File: src/design/prc_pkg.sv
// ----------------------------------------------------------------------------
// prc_pkg
// Widths, constants and register codes for the Lehmer rotation stream cipher.
// ----------------------------------------------------------------------------
package prc_pkg;

  localparam int unsigned ByteW  = 8;
  localparam int unsigned SeedW  = 17;
  localparam int unsigned ProdW  = 24;   // 17-bit state times 75 stays below 2^24
  localparam int unsigned FoldW  = 16;
  localparam int unsigned OffW   = 7;    // offsets within the 96-value band
  localparam int unsigned CfgIdxW = 1;

  localparam logic [SeedW-1:0] LehmerMult = SeedW'(75);
  localparam logic [SeedW-1:0] LehmerMod  = SeedW'(65537);
  localparam logic [SeedW-1:0] SeedReset  = SeedW'(1);

  localparam logic [ByteW-1:0] BandLow  = ByteW'(32);
  localparam logic [ByteW-1:0] BandSize = ByteW'(128 - 32);

  typedef logic [ByteW-1:0] byte_t;
  typedef logic [SeedW-1:0] seed_t;
  typedef logic [OffW-1:0]  off_t;

  typedef enum logic [CfgIdxW-1:0] {
    CFG_INITIAL_SEED = 1'b0,
    CFG_DECRYPT_MODE = 1'b1
  } cfg_idx_e;

endpackage

File: src/design/prc_if.sv
// ----------------------------------------------------------------------------
// prc_if
// Valid/ready stream channels for the cipher: input bytes and result bytes.
// ----------------------------------------------------------------------------
interface prc_in_if;
  logic               valid;
  logic               ready;
  prc_pkg::byte_t     data_byte;
  logic               start_of_message;

  modport source (output valid, output data_byte, output start_of_message, input ready);
  modport sink   (input valid, input data_byte, input start_of_message, output ready);
endinterface

interface prc_out_if;
  logic               valid;
  logic               ready;
  prc_pkg::byte_t     out_byte;

  modport source (output valid, output out_byte, input ready);
  modport sink   (input valid, input out_byte, output ready);
endinterface

File: src/design/prc_keystream.sv
// ----------------------------------------------------------------------------
// prc_keystream
// Lehmer generator mod 65537, multiplier 75, with reload from the seed.
// ----------------------------------------------------------------------------
module prc_keystream (
  input  logic           clk_i,
  input  logic           rst_ni,
  input  logic           adv_i,
  input  logic           reload_i,
  input  prc_pkg::seed_t seed_i,
  output prc_pkg::seed_t key_o
);
  import prc_pkg::*;

  seed_t              state_q;
  seed_t              base;
  logic [ProdW-1:0]   prod;
  logic [FoldW-1:0]   lo;
  logic [ProdW-FoldW-1:0] hi;
  seed_t              lo_x;
  seed_t              hi_x;

  // Fold: 2^16 == -1 mod 65537, so low half minus high half.
  always_comb begin
    base = reload_i ? seed_i : state_q;
    prod = ProdW'(base) * ProdW'(LehmerMult);
    lo   = prod[FoldW-1:0];
    hi   = prod[ProdW-1:FoldW];
    lo_x = SeedW'(lo);
    hi_x = SeedW'(hi);
    if (lo_x >= hi_x) begin
      key_o = lo_x - hi_x;
    end else begin
      key_o = lo_x + LehmerMod - hi_x;
    end
  end

  always_ff @(posedge clk_i or negedge rst_ni) begin
    if (!rst_ni) begin
      state_q <= SeedReset;
    end else if (adv_i) begin
      state_q <= key_o;
    end
  end

endmodule

File: src/design/prc_rotate.sv
// ----------------------------------------------------------------------------
// prc_rotate
// Rotate a printable byte within 32..127 by key mod 96; pass others through.
// ----------------------------------------------------------------------------
module prc_rotate (
  input  prc_pkg::byte_t data_i,
  input  prc_pkg::seed_t key_i,
  input  logic           decrypt_i,
  output prc_pkg::byte_t data_o
);
  import prc_pkg::*;

  localparam int unsigned HiW = SeedW - 5;

  logic [HiW-1:0]  key_hi;
  logic [HiW+12:0] quot_prod;
  logic [HiW-1:0]  quot;
  logic [HiW-1:0]  rem3_w;
  logic [1:0]      rem3;
  off_t            k96;
  off_t            off;
  logic [OffW:0]   sum;
  logic [OffW:0]   wrap;
  logic            printable;

  always_comb begin
    // key mod 96 = (key / 32 mod 3) * 32 + key mod 32
    key_hi    = key_i[SeedW-1:5];
    quot_prod = (HiW+13)'(key_hi) * (HiW+13)'(2731);   // /3 via reciprocal
    quot      = quot_prod[HiW+12:13];
    rem3_w    = key_hi - HiW'(quot * HiW'(3));
    rem3      = rem3_w[1:0];
    k96       = {rem3, key_i[4:0]};

    printable = (data_i >= BandLow) && !data_i[ByteW-1];
    off       = OffW'(data_i - BandLow);

    if (decrypt_i) begin
      sum  = {1'b0, off} - {1'b0, k96};
      wrap = sum + (OffW+1)'(BandSize);
      if (off < k96) begin
        sum = wrap;
      end
    end else begin
      sum  = {1'b0, off} + {1'b0, k96};
      wrap = sum - (OffW+1)'(BandSize);
      if (sum >= (OffW+1)'(BandSize)) begin
        sum = wrap;
      end
    end

    data_o = printable ? (ByteW'(sum) + BandLow) : data_i;
  end

endmodule

File: src/design/prng_rotation_stream_cipher.sv
// ----------------------------------------------------------------------------
// prng_rotation_stream_cipher
// Byte stream cipher: Lehmer keystream mod 65537 with printable-band rotation.
// ----------------------------------------------------------------------------
// One byte in, one byte out, in order. The block takes a byte in every cycle
// while the output accepts results, and returns each result through three
// registers: an input register, a key register that holds the freshly
// advanced generator value next to its byte, and the result register. The
// rate of one byte per cycle is set by the generator loop: the multiply by 75
// and the mod-65537 fold complete combinationally from the state register.
// Every byte advances the generator; a beat with start_of_message set first
// reloads the state from initial_seed. Bytes 32..127 are rotated by the key
// mod 96 within that band (up when encrypting, down when decrypting); every
// other byte passes unchanged. Write initial_seed and decrypt_mode only while
// no byte is in flight; a seed write takes effect at the next start of
// message. Backpressure on the output stalls the stages in turn, so up to
// three bytes are held before the input drops ready.
// ----------------------------------------------------------------------------
module prng_rotation_stream_cipher (
  input  logic                      clk_i,
  input  logic                      rst_ni,
  input  logic                      cfg_we_i,
  input  logic [prc_pkg::CfgIdxW-1:0] cfg_idx_i,
  input  logic [prc_pkg::SeedW-1:0] cfg_wdata_i,
  prc_in_if.sink                    in_bus,
  prc_out_if.source                 out_bus
);
  import prc_pkg::*;

  // configuration
  seed_t  seed_q;
  logic   decrypt_q;

  // input stage
  logic   s1_vld_q;
  byte_t  s1_byte_q;
  logic   s1_sof_q;

  // key stage
  logic   s2_vld_q;
  byte_t  s2_byte_q;
  seed_t  s2_key_q;

  // result stage
  logic   out_vld_q;
  byte_t  out_byte_q;

  logic   out_free;
  logic   s2_free;
  logic   s1_free;
  logic   s1_move;
  logic   s2_move;
  logic   in_acc;
  seed_t  key_next;
  byte_t  rot_byte;

  // Configuration writes; an unknown index is dropped.
  always_ff @(posedge clk_i or negedge rst_ni) begin
    if (!rst_ni) begin
      seed_q    <= SeedReset;
      decrypt_q <= 1'b0;
    end else if (cfg_we_i) begin
      case (cfg_idx_e'(cfg_idx_i))
        CFG_INITIAL_SEED: seed_q    <= cfg_wdata_i;
        CFG_DECRYPT_MODE: decrypt_q <= cfg_wdata_i[0];
        default: ;
      endcase
    end
  end

  // Stage handshake: a stage takes a beat when it is empty or drains.
  assign out_free = !out_vld_q || out_bus.ready;
  assign s2_free  = !s2_vld_q || out_free;
  assign s1_free  = !s1_vld_q || s2_free;
  assign s2_move  = s2_vld_q && out_free;
  assign s1_move  = s1_vld_q && s2_free;
  assign in_acc   = in_bus.valid && s1_free;

  assign in_bus.ready = s1_free;

  // Advance the generator exactly when a byte leaves the input stage.
  prc_keystream u_keystream (
    .clk_i    (clk_i),
    .rst_ni   (rst_ni),
    .adv_i    (s1_move),
    .reload_i (s1_sof_q),
    .seed_i   (seed_q),
    .key_o    (key_next)
  );

  prc_rotate u_rotate (
    .data_i    (s2_byte_q),
    .key_i     (s2_key_q),
    .decrypt_i (decrypt_q),
    .data_o    (rot_byte)
  );

  always_ff @(posedge clk_i or negedge rst_ni) begin
    if (!rst_ni) begin
      s1_vld_q  <= 1'b0;
      s2_vld_q  <= 1'b0;
      out_vld_q <= 1'b0;
    end else begin
      if (in_acc) begin
        s1_vld_q <= 1'b1;
      end else if (s1_move) begin
        s1_vld_q <= 1'b0;
      end
      if (s1_move) begin
        s2_vld_q <= 1'b1;
      end else if (s2_move) begin
        s2_vld_q <= 1'b0;
      end
      if (s2_move) begin
        out_vld_q <= 1'b1;
      end else if (out_bus.ready) begin
        out_vld_q <= 1'b0;
      end
    end
  end

  // Payload registers: load on a move, hold otherwise.
  always_ff @(posedge clk_i) begin
    if (in_acc) begin
      s1_byte_q <= in_bus.data_byte;
      s1_sof_q  <= in_bus.start_of_message;
    end
    if (s1_move) begin
      s2_byte_q <= s1_byte_q;
      s2_key_q  <= key_next;
    end
    if (s2_move) begin
      out_byte_q <= rot_byte;
    end
  end

  assign out_bus.valid    = out_vld_q;
  assign out_bus.out_byte = out_byte_q;

endmodule
File: src/flat_wrapper.sv
// flat-port wrapper written by rule: the top's interface ports become plain ports
module prng_rotation_stream_cipher_flat import prc_pkg::*;
  (clk_i, rst_ni, cfg_we_i, cfg_idx_i, cfg_wdata_i, in_bus_valid, in_bus_data_byte, in_bus_start_of_message, in_bus_ready, out_bus_valid, out_bus_out_byte, out_bus_ready);
  prc_in_if in_bus_i ();
  prc_out_if out_bus_i ();
  input  logic clk_i;
  input  logic rst_ni;
  input  logic cfg_we_i;
  input  logic [prc_pkg::CfgIdxW-1:0] cfg_idx_i;
  input  logic [prc_pkg::SeedW-1:0] cfg_wdata_i;
  input wire logic [$bits(in_bus_i.valid)-1:0] in_bus_valid;
  input wire logic [$bits(in_bus_i.data_byte)-1:0] in_bus_data_byte;
  input wire logic [$bits(in_bus_i.start_of_message)-1:0] in_bus_start_of_message;
  output wire logic [$bits(in_bus_i.ready)-1:0] in_bus_ready;
  output wire logic [$bits(out_bus_i.valid)-1:0] out_bus_valid;
  output wire logic [$bits(out_bus_i.out_byte)-1:0] out_bus_out_byte;
  input wire logic [$bits(out_bus_i.ready)-1:0] out_bus_ready;
  assign in_bus_i.valid = in_bus_valid;
  assign in_bus_i.data_byte = in_bus_data_byte;
  assign in_bus_i.start_of_message = in_bus_start_of_message;
  assign in_bus_ready = in_bus_i.ready;
  assign out_bus_valid = out_bus_i.valid;
  assign out_bus_out_byte = out_bus_i.out_byte;
  assign out_bus_i.ready = out_bus_ready;
  prng_rotation_stream_cipher u_core (.clk_i(clk_i), .rst_ni(rst_ni), .cfg_we_i(cfg_we_i), .cfg_idx_i(cfg_idx_i), .cfg_wdata_i(cfg_wdata_i), .in_bus(in_bus_i), .out_bus(out_bus_i));
endmodule
File: config.mk
export PLATFORM = sky130hd
export DESIGN_NAME = prng_rotation_stream_cipher_flat
export DESIGN_NICKNAME = d
export VERILOG_FILES = /design/src/design/prc_pkg.sv /design/src/design/prc_if.sv /design/src/design/prc_keystream.sv /design/src/design/prc_rotate.sv /design/src/design/prng_rotation_stream_cipher.sv /design/src/flat_wrapper.sv
export SDC_FILE = /design/constraint.sdc
export NUM_CORES = 1
export LEC_CHECK = 0
export ABC_AREA = 1
export BUFFER_PORTS_ARGS = -buffer_cell sky130_fd_sc_hd__clkbuf_2
export CAP_MARGIN = 20
export CORE_MARGIN = 5
export CORE_UTILIZATION = 56
export CTS_BUF_LIST = sky130_fd_sc_hd__clkbuf_4 sky130_fd_sc_hd__clkbuf_8
export DETAILED_ROUTE_END_ITERATION = 12
export GPL_TIMING_DRIVEN = 0
export PLACE_DENSITY_LB_ADDON = 0.1
export SYNTH_ARGS = -nofsm -noshare
export SYNTH_HDL_FRONTEND = slang
export SYNTH_SLANG_ARGS = --single-unit
File: constraint.sdc
create_clock -name clk_i -period 12.8 [get_ports clk_i]
set_input_delay 2.56 -clock clk_i [delete_from_list [all_inputs] [get_ports clk_i]]
set_output_delay 2.56 -clock clk_i [all_outputs]
set_load 0.02 [all_outputs]
# == Yosys cells after proc, flatten, opt, wreduce, memory -nomap -nowiden ==
# Cells that the tools add are included.
# totals
inputBits,32
out_inout_bits,10
register_bits,80
# op_classes
n_lt_le_gt_ge,4
muxes,12
n_reduce_logical,16
add_sub_neg,10
mul,3
n_bitwise,1
# op_table
operator,n
two-way mux 17 bit,2
two-way mux 8 bit,4
"multiplier 12 x 12 -> 24 bit, second input constant",1
"multiplier 17 x 7 -> 24 bit, second input constant",1
"adder 16 x 17 -> 17 bit, second input constant",1
subtractor 16 x 8 -> 17 bit,1
subtractor 17 x 8 -> 17 bit,1
>= comparator 16 x 8 -> 1 bit,1
"multiplier 11 x 2 -> 2 bit, second input constant",1
adder 7 x 7 -> 8 bit,1
"adder 8 x 6 -> 8 bit, second input constant",1
"adder 8 x 7 -> 8 bit, second input constant",1
">= comparator 8 x 6 -> 1 bit, second input constant",1
">= comparator 8 x 7 -> 1 bit, second input constant",1
subtractor 7 x 7 -> 8 bit,1
"subtractor 8 x 7 -> 8 bit, second input constant",1
< comparator 7 bit,1
"subtractor 7 x 6 -> 7 bit, second input constant",1
two-way mux 1 bit,6
nonzero test 2 bit,3
logical AND 1 bit,4
zero test 1 bit,4
AND reduction 2 bit,2
logical OR 1 bit,3
other kinds (2),2

# == Depth between registers and ports, before layout ==
# depth
depth_word,9
mapped_depth,40
mapped_depth_nobuf,39

# == By module ==
# From an unflattened synthesis, not the netlist that was laid out.
# unflattened
cells_unflattened,1263
area_unflattened_um2,10025.9
# by_module_without_submodules
mod,cells_per_inst,seq_area_each_um2,area_each_um2,n_inst
prc_keystream,733,426.7,5116.2,1
prc_rotate,393,0.0,2761.4,1
prng_rotation_stream_cipher,137,1788.0,2148.3,1

# == Worst setup path before layout ==
# Ideal clock, no wire load.
# synth_timing
path_type,reg2reg
from,reg u_core.s2_key_q[6]
to,"reg u_core.out_byte_q[7], in the netlist u_core.out_bus.out_byte[7], data pin"
t_required_ns,12.547
path_slack_ns,6.378
stages_incl_launch_ff,33
arrival_ns,6.169
period_less_slack_ns,6.422
path_cell_list,edfxtp_1 ha_1 fa_1 fa_1 fa_1 inv_1 fa_1 inv_1 ha_1 nand2_1 nor2_1 nand3_1 o2111ai_1 xnor2_1 inv_1 ha_1 xor2_1 nand3b_1 nand3_1 nand2_1 nand2_1 nand2_1 ha_1 inv_1 nand2_1 nand2_1 ha_1 o22ai_1 o21ai_0 ha_1 nand3b_1 nand3_1 nand2_1
# synth_via
elab_chain_len,9
# synth_lines
item,line_no,text
from (decl),prng_rotation_stream_cipher.sv:42,seed_t s2_key_q;
from (signal assigned),prng_rotation_stream_cipher.sv:130,s2_key_q <= key_next;
multiplier 12 x 12 -> 24 bit,prc_rotate.sv:29,quot_prod = (HiW+13)'(key_hi) * (HiW+13)'(2731);
multiplier 11 x 2 -> 2 bit,prc_rotate.sv:31,rem3_w = key_hi - HiW'(quot * HiW'(3));
subtractor 2 bit (*),prc_rotate.sv:31,
adder 7 x 7 -> 8 bit / subtractor 7 x 7 -> 8 bit (equally long branches),"prc_rotate.sv:45, prc_rotate.sv:39",
subtractor 8 x 7 -> 8 bit (tied with other cells),prc_rotate.sv:46,wrap = sum - (OffW+1)'(BandSize);
"two-way mux 8 bit, on equally long branches","prc_rotate.sv:47, prc_rotate.sv:41",
two-way mux 8 bit (*),prc_rotate.sv:38,if (decrypt_i) begin
adder 8 x 6 -> 8 bit (*),prc_rotate.sv:52,data_o = printable ? (ByteW'(sum) + BandLow) : data_i;
two-way mux 8 bit (*),prc_rotate.sv:52,
net u_core.rot_byte[7],prng_rotation_stream_cipher.sv:55,byte_t rot_byte;
to (signal assigned),prng_rotation_stream_cipher.sv:133,out_byte_q <= rot_byte;
to (decl),prng_rotation_stream_cipher.sv:46,byte_t out_byte_q;
# Mark *: on every way through the listed nets, which the timed path passes. The rest lies on a longest branch.
# A chain may end at the register's enable or synchronous reset.

# == Final worst setup path ==
# layout_timing
from,reg u_core.s1_sof_q
to,"reg u_core.s2_key_q[9], data pin"
# layout_via
elab_chain_len,5
# layout_lines
item,line_no,text
from (decl),prng_rotation_stream_cipher.sv:37,logic s1_sof_q;
from (signal assigned),prng_rotation_stream_cipher.sv:126,s1_sof_q <= in_bus.start_of_message;
two-way mux 17 bit (*),prc_keystream.sv:25,base = reload_i ? seed_i : state_q;
multiplier 17 x 7 -> 24 bit (*),prc_keystream.sv:26,prod = ProdW'(base) * ProdW'(LehmerMult);
adder 16 x 17 -> 17 bit,prc_keystream.sv:34,key_o = lo_x + LehmerMod - hi_x;
subtractor 17 x 8 -> 17 bit,prc_keystream.sv:34,
two-way mux 17 bit (*),prc_keystream.sv:31,if (lo_x >= hi_x) begin
net u_core.key_next[9],prng_rotation_stream_cipher.sv:54,seed_t key_next;
# Marks and branches as above.

==> results.toml <==
[run_status]
status = "complete, no violations"

[sta]
fin_skew_ns = 0.0201
min_period_over_period_pct = 59.2
post-route-min-period_ns = 7.58
drv_slew = 0
tightest_slew_ns = 0.957
slew-limit-headroom_pct = 35.5
tns_ns = 0
max_freq_mhz = 132
rsz0062_at_grt = "no"
finalSetupViolations = 0
hold_viol = 0

[route]
drt_iter0_drc = 350
firstDrtPassIters = 5
via_count = 8063
drc = 0
ant_nets = 0
wl_mm = 22.7
wl_per_cell_um = 14.5
vias_per_cell = 5.17

[global_routing]
antenna_found_initial = 0
gr-total-overflow = 0
grt.busiest_layer = "met2"
grt_usage_pct = 22.6
met2_usage_pct = 40.8
grt_use_met3_pct = 1.98
grtUsageMet1_pct = 29.3
grt_pass1_vias = 7857
grt_max_degree = 39
grt_pass1_wl_mm = 37.6

[yosys]
ys.flop_type = "edfxtp_1"
yosysUniqueCellTypes = 43
synth.top_cell.area_share_pct = 20.7
avgSynthCellArea_um2 = 7.91
async_reset_ff_share_pct = 47.5
yosys_register_bits = 80
synth_edf_count = 42
yosysSeqAreaShare_pct = 22.0
netlist_area_um2 = 10100
syn_inst = 1274
synth.most_common_cell = "nand2_1"
netlist_top_cells_count = "294 x nand2_1, 273 x inv_1, 167 x ha_1, 66 x nand3_1, 60 x fa_1"
yosysWarnings = 0
synth_area_leaders = "ha_1 21%, edfxtp_1 13%, fa_1 12%"
synth_top_cell_by_area = "ha_1"
syn_nets = 1533

[cts]
cts-root-buf = "clkbuf_8"
post_cts_resized = 0
htreeDepth = 3
clockBufferDepth = 2
ctsHoldBuffers = 0
post-cts-setup-buffers = 0
clkTransAtPathRegs_ns = 0.09
cts.sinks = 80
cts_buffers = 9
cts_tree = "done"
clock_latency_ns = 0.36

[setup_path]
max_stage_delay_ns = 0.80
required_ns = 12.90
cp.arrival_ns = 7.68
start_kind = "flop"
worst-path-buf-inv = 9
r2r_setup_slack_ns = 5.22
cp_top_family = "adder cells"
slowest_stage = "o21ai_0"
critPathMostFrequentCell = "nand2_1"
r2r_start = "u_core.s1_sof_q$_DFFE_PP_"
endpoint_kind = "flop"
cp-startpoint = "u_core.s1_sof_q$_DFFE_PP_"
worstSetupPathType = "flop to flop"
cp_max_fo = 10

[final_layout]
multiInputGateArea_um2 = 6730
syn_to_final_growth_pct = 7.52
fill_cells = 1626
diodes = 0
drive_above_1_share_pct = 8.18
ff_latch_area_um2 = 2210
final_nets = 1586

[placed_design]
gp_congestion = 0.945
numPortBuffers = 41
dp_hpwl_mm = 19.6

[floorplanning]
io_pins = 42
die_w_um = 144
initial_core_util_pct = 56.5
coreArea_um2 = 17800
rows = 49
die_area_um2 = 20800
fp.dieH_um = 144

[min_path]
hp-start = "u_core.s1_byte_q[4]$_DFFE_PP_"
hp-class = "flop to flop"

[job]
cap_violations = 0
kinds of logic after synthesis:
| group | synth area share, % |
|---|---|
| and+or+nand+nor | 21.1 |
| buffers and inverters | 11.2 |
| adders and majority gates | 32.6 |
| AOI/OAI and AO/OA | 6.94 |
| DFF | 22.0 |
| xor gates and xnor gates | 3.56 |
| muxes | 2.57 |
path summary, 6_finish.rpt:
kind	end	cells after the start
hold reg to reg	u_core.s2_byte_q[4]$_DFFE_PP_	0
max in group asynchronous	u_core.u_keystream.state_q[0]$_DFFE_PN1P_	2
hold / removal	u_core.s2_byte_q[4]$_DFFE_PP_	0
min in group asynchronous	u_core.seed_q[13]$_DFFE_PN0P_	1
setup reg to reg	u_core.s2_key_q[9]$_DFFE_PP_	35
setup / recovery	u_core.s2_key_q[9]$_DFFE_PP_	35
routing by layer:
| layer | routed length (um) | vias to the layer above |
|---|---|---|
| li1 | - | 4148 |
| met1 | 9860 | 3757 |
| met2 | 11700 | 126 |
| met3 | 698 | 32 |
| met4 | 482 | 0 |
| met5 | 0 | - |
layout make-up:
cell class	count	area share (%)
Buffer	18	0.843
Multi-Input combinational cell	899	62.1
Timing Repair Buffer	42	2.08
Sequential cell	80	20.4
Clock buffer	10	1.21
Tap cell	229	2.64
Inverter	277	9.59
Clock inverter	6	1.06
registers in the layout (all words and copies together) (netlist names), 8 cells and up:
register / cells
u_core.s2_key_q: 17
u_core.seed_q: 17
u_core.u_keystream.state_q: 17
u_core.out_bus.out_byte: 8
u_core.s1_byte_q: 8
u_core.s2_byte_q: 8
through the flow:
step	cells	instance area (um2)	setup slack (ns)	hold WS [ns]	utilization [%]
2_1_floorplan	1274	10100	6.38	0.400	-
3_3_place_gp	1544	10600	5.29	0.403	59.3
4_1_cts	1560	10800	5.15	0.428	60.6
5_1_grt	1561	10800	4.70	0.445	60.7
3_5_place_dp	1544	10600	5.22	0.406	59.3
6_report	1561	10800	5.22	0.425	60.7
cell usage in the layout, fill, tap and decap left out, drive strengths merged, types with 3 or more instances in the layout:
cell type	instances
a21oi	53
nand3	68
buf	10
nand2	300
o21a	5
o21ai	41
ha	167
mux2	23
fa	60
o21bai	4
a21boi	4
nand3b	9
a31oi	3
xor2	27
nor2	59
nor3	7
nand4	30
and2	12
xnor2	14
bufinv	3
a21o	5
clkbuf	60
edfxtp	42
dfrtp	36
inv	278
Power is not shown: default switching activity piles up to over one toggle a cycle in this logic, so the estimate is an artifact.
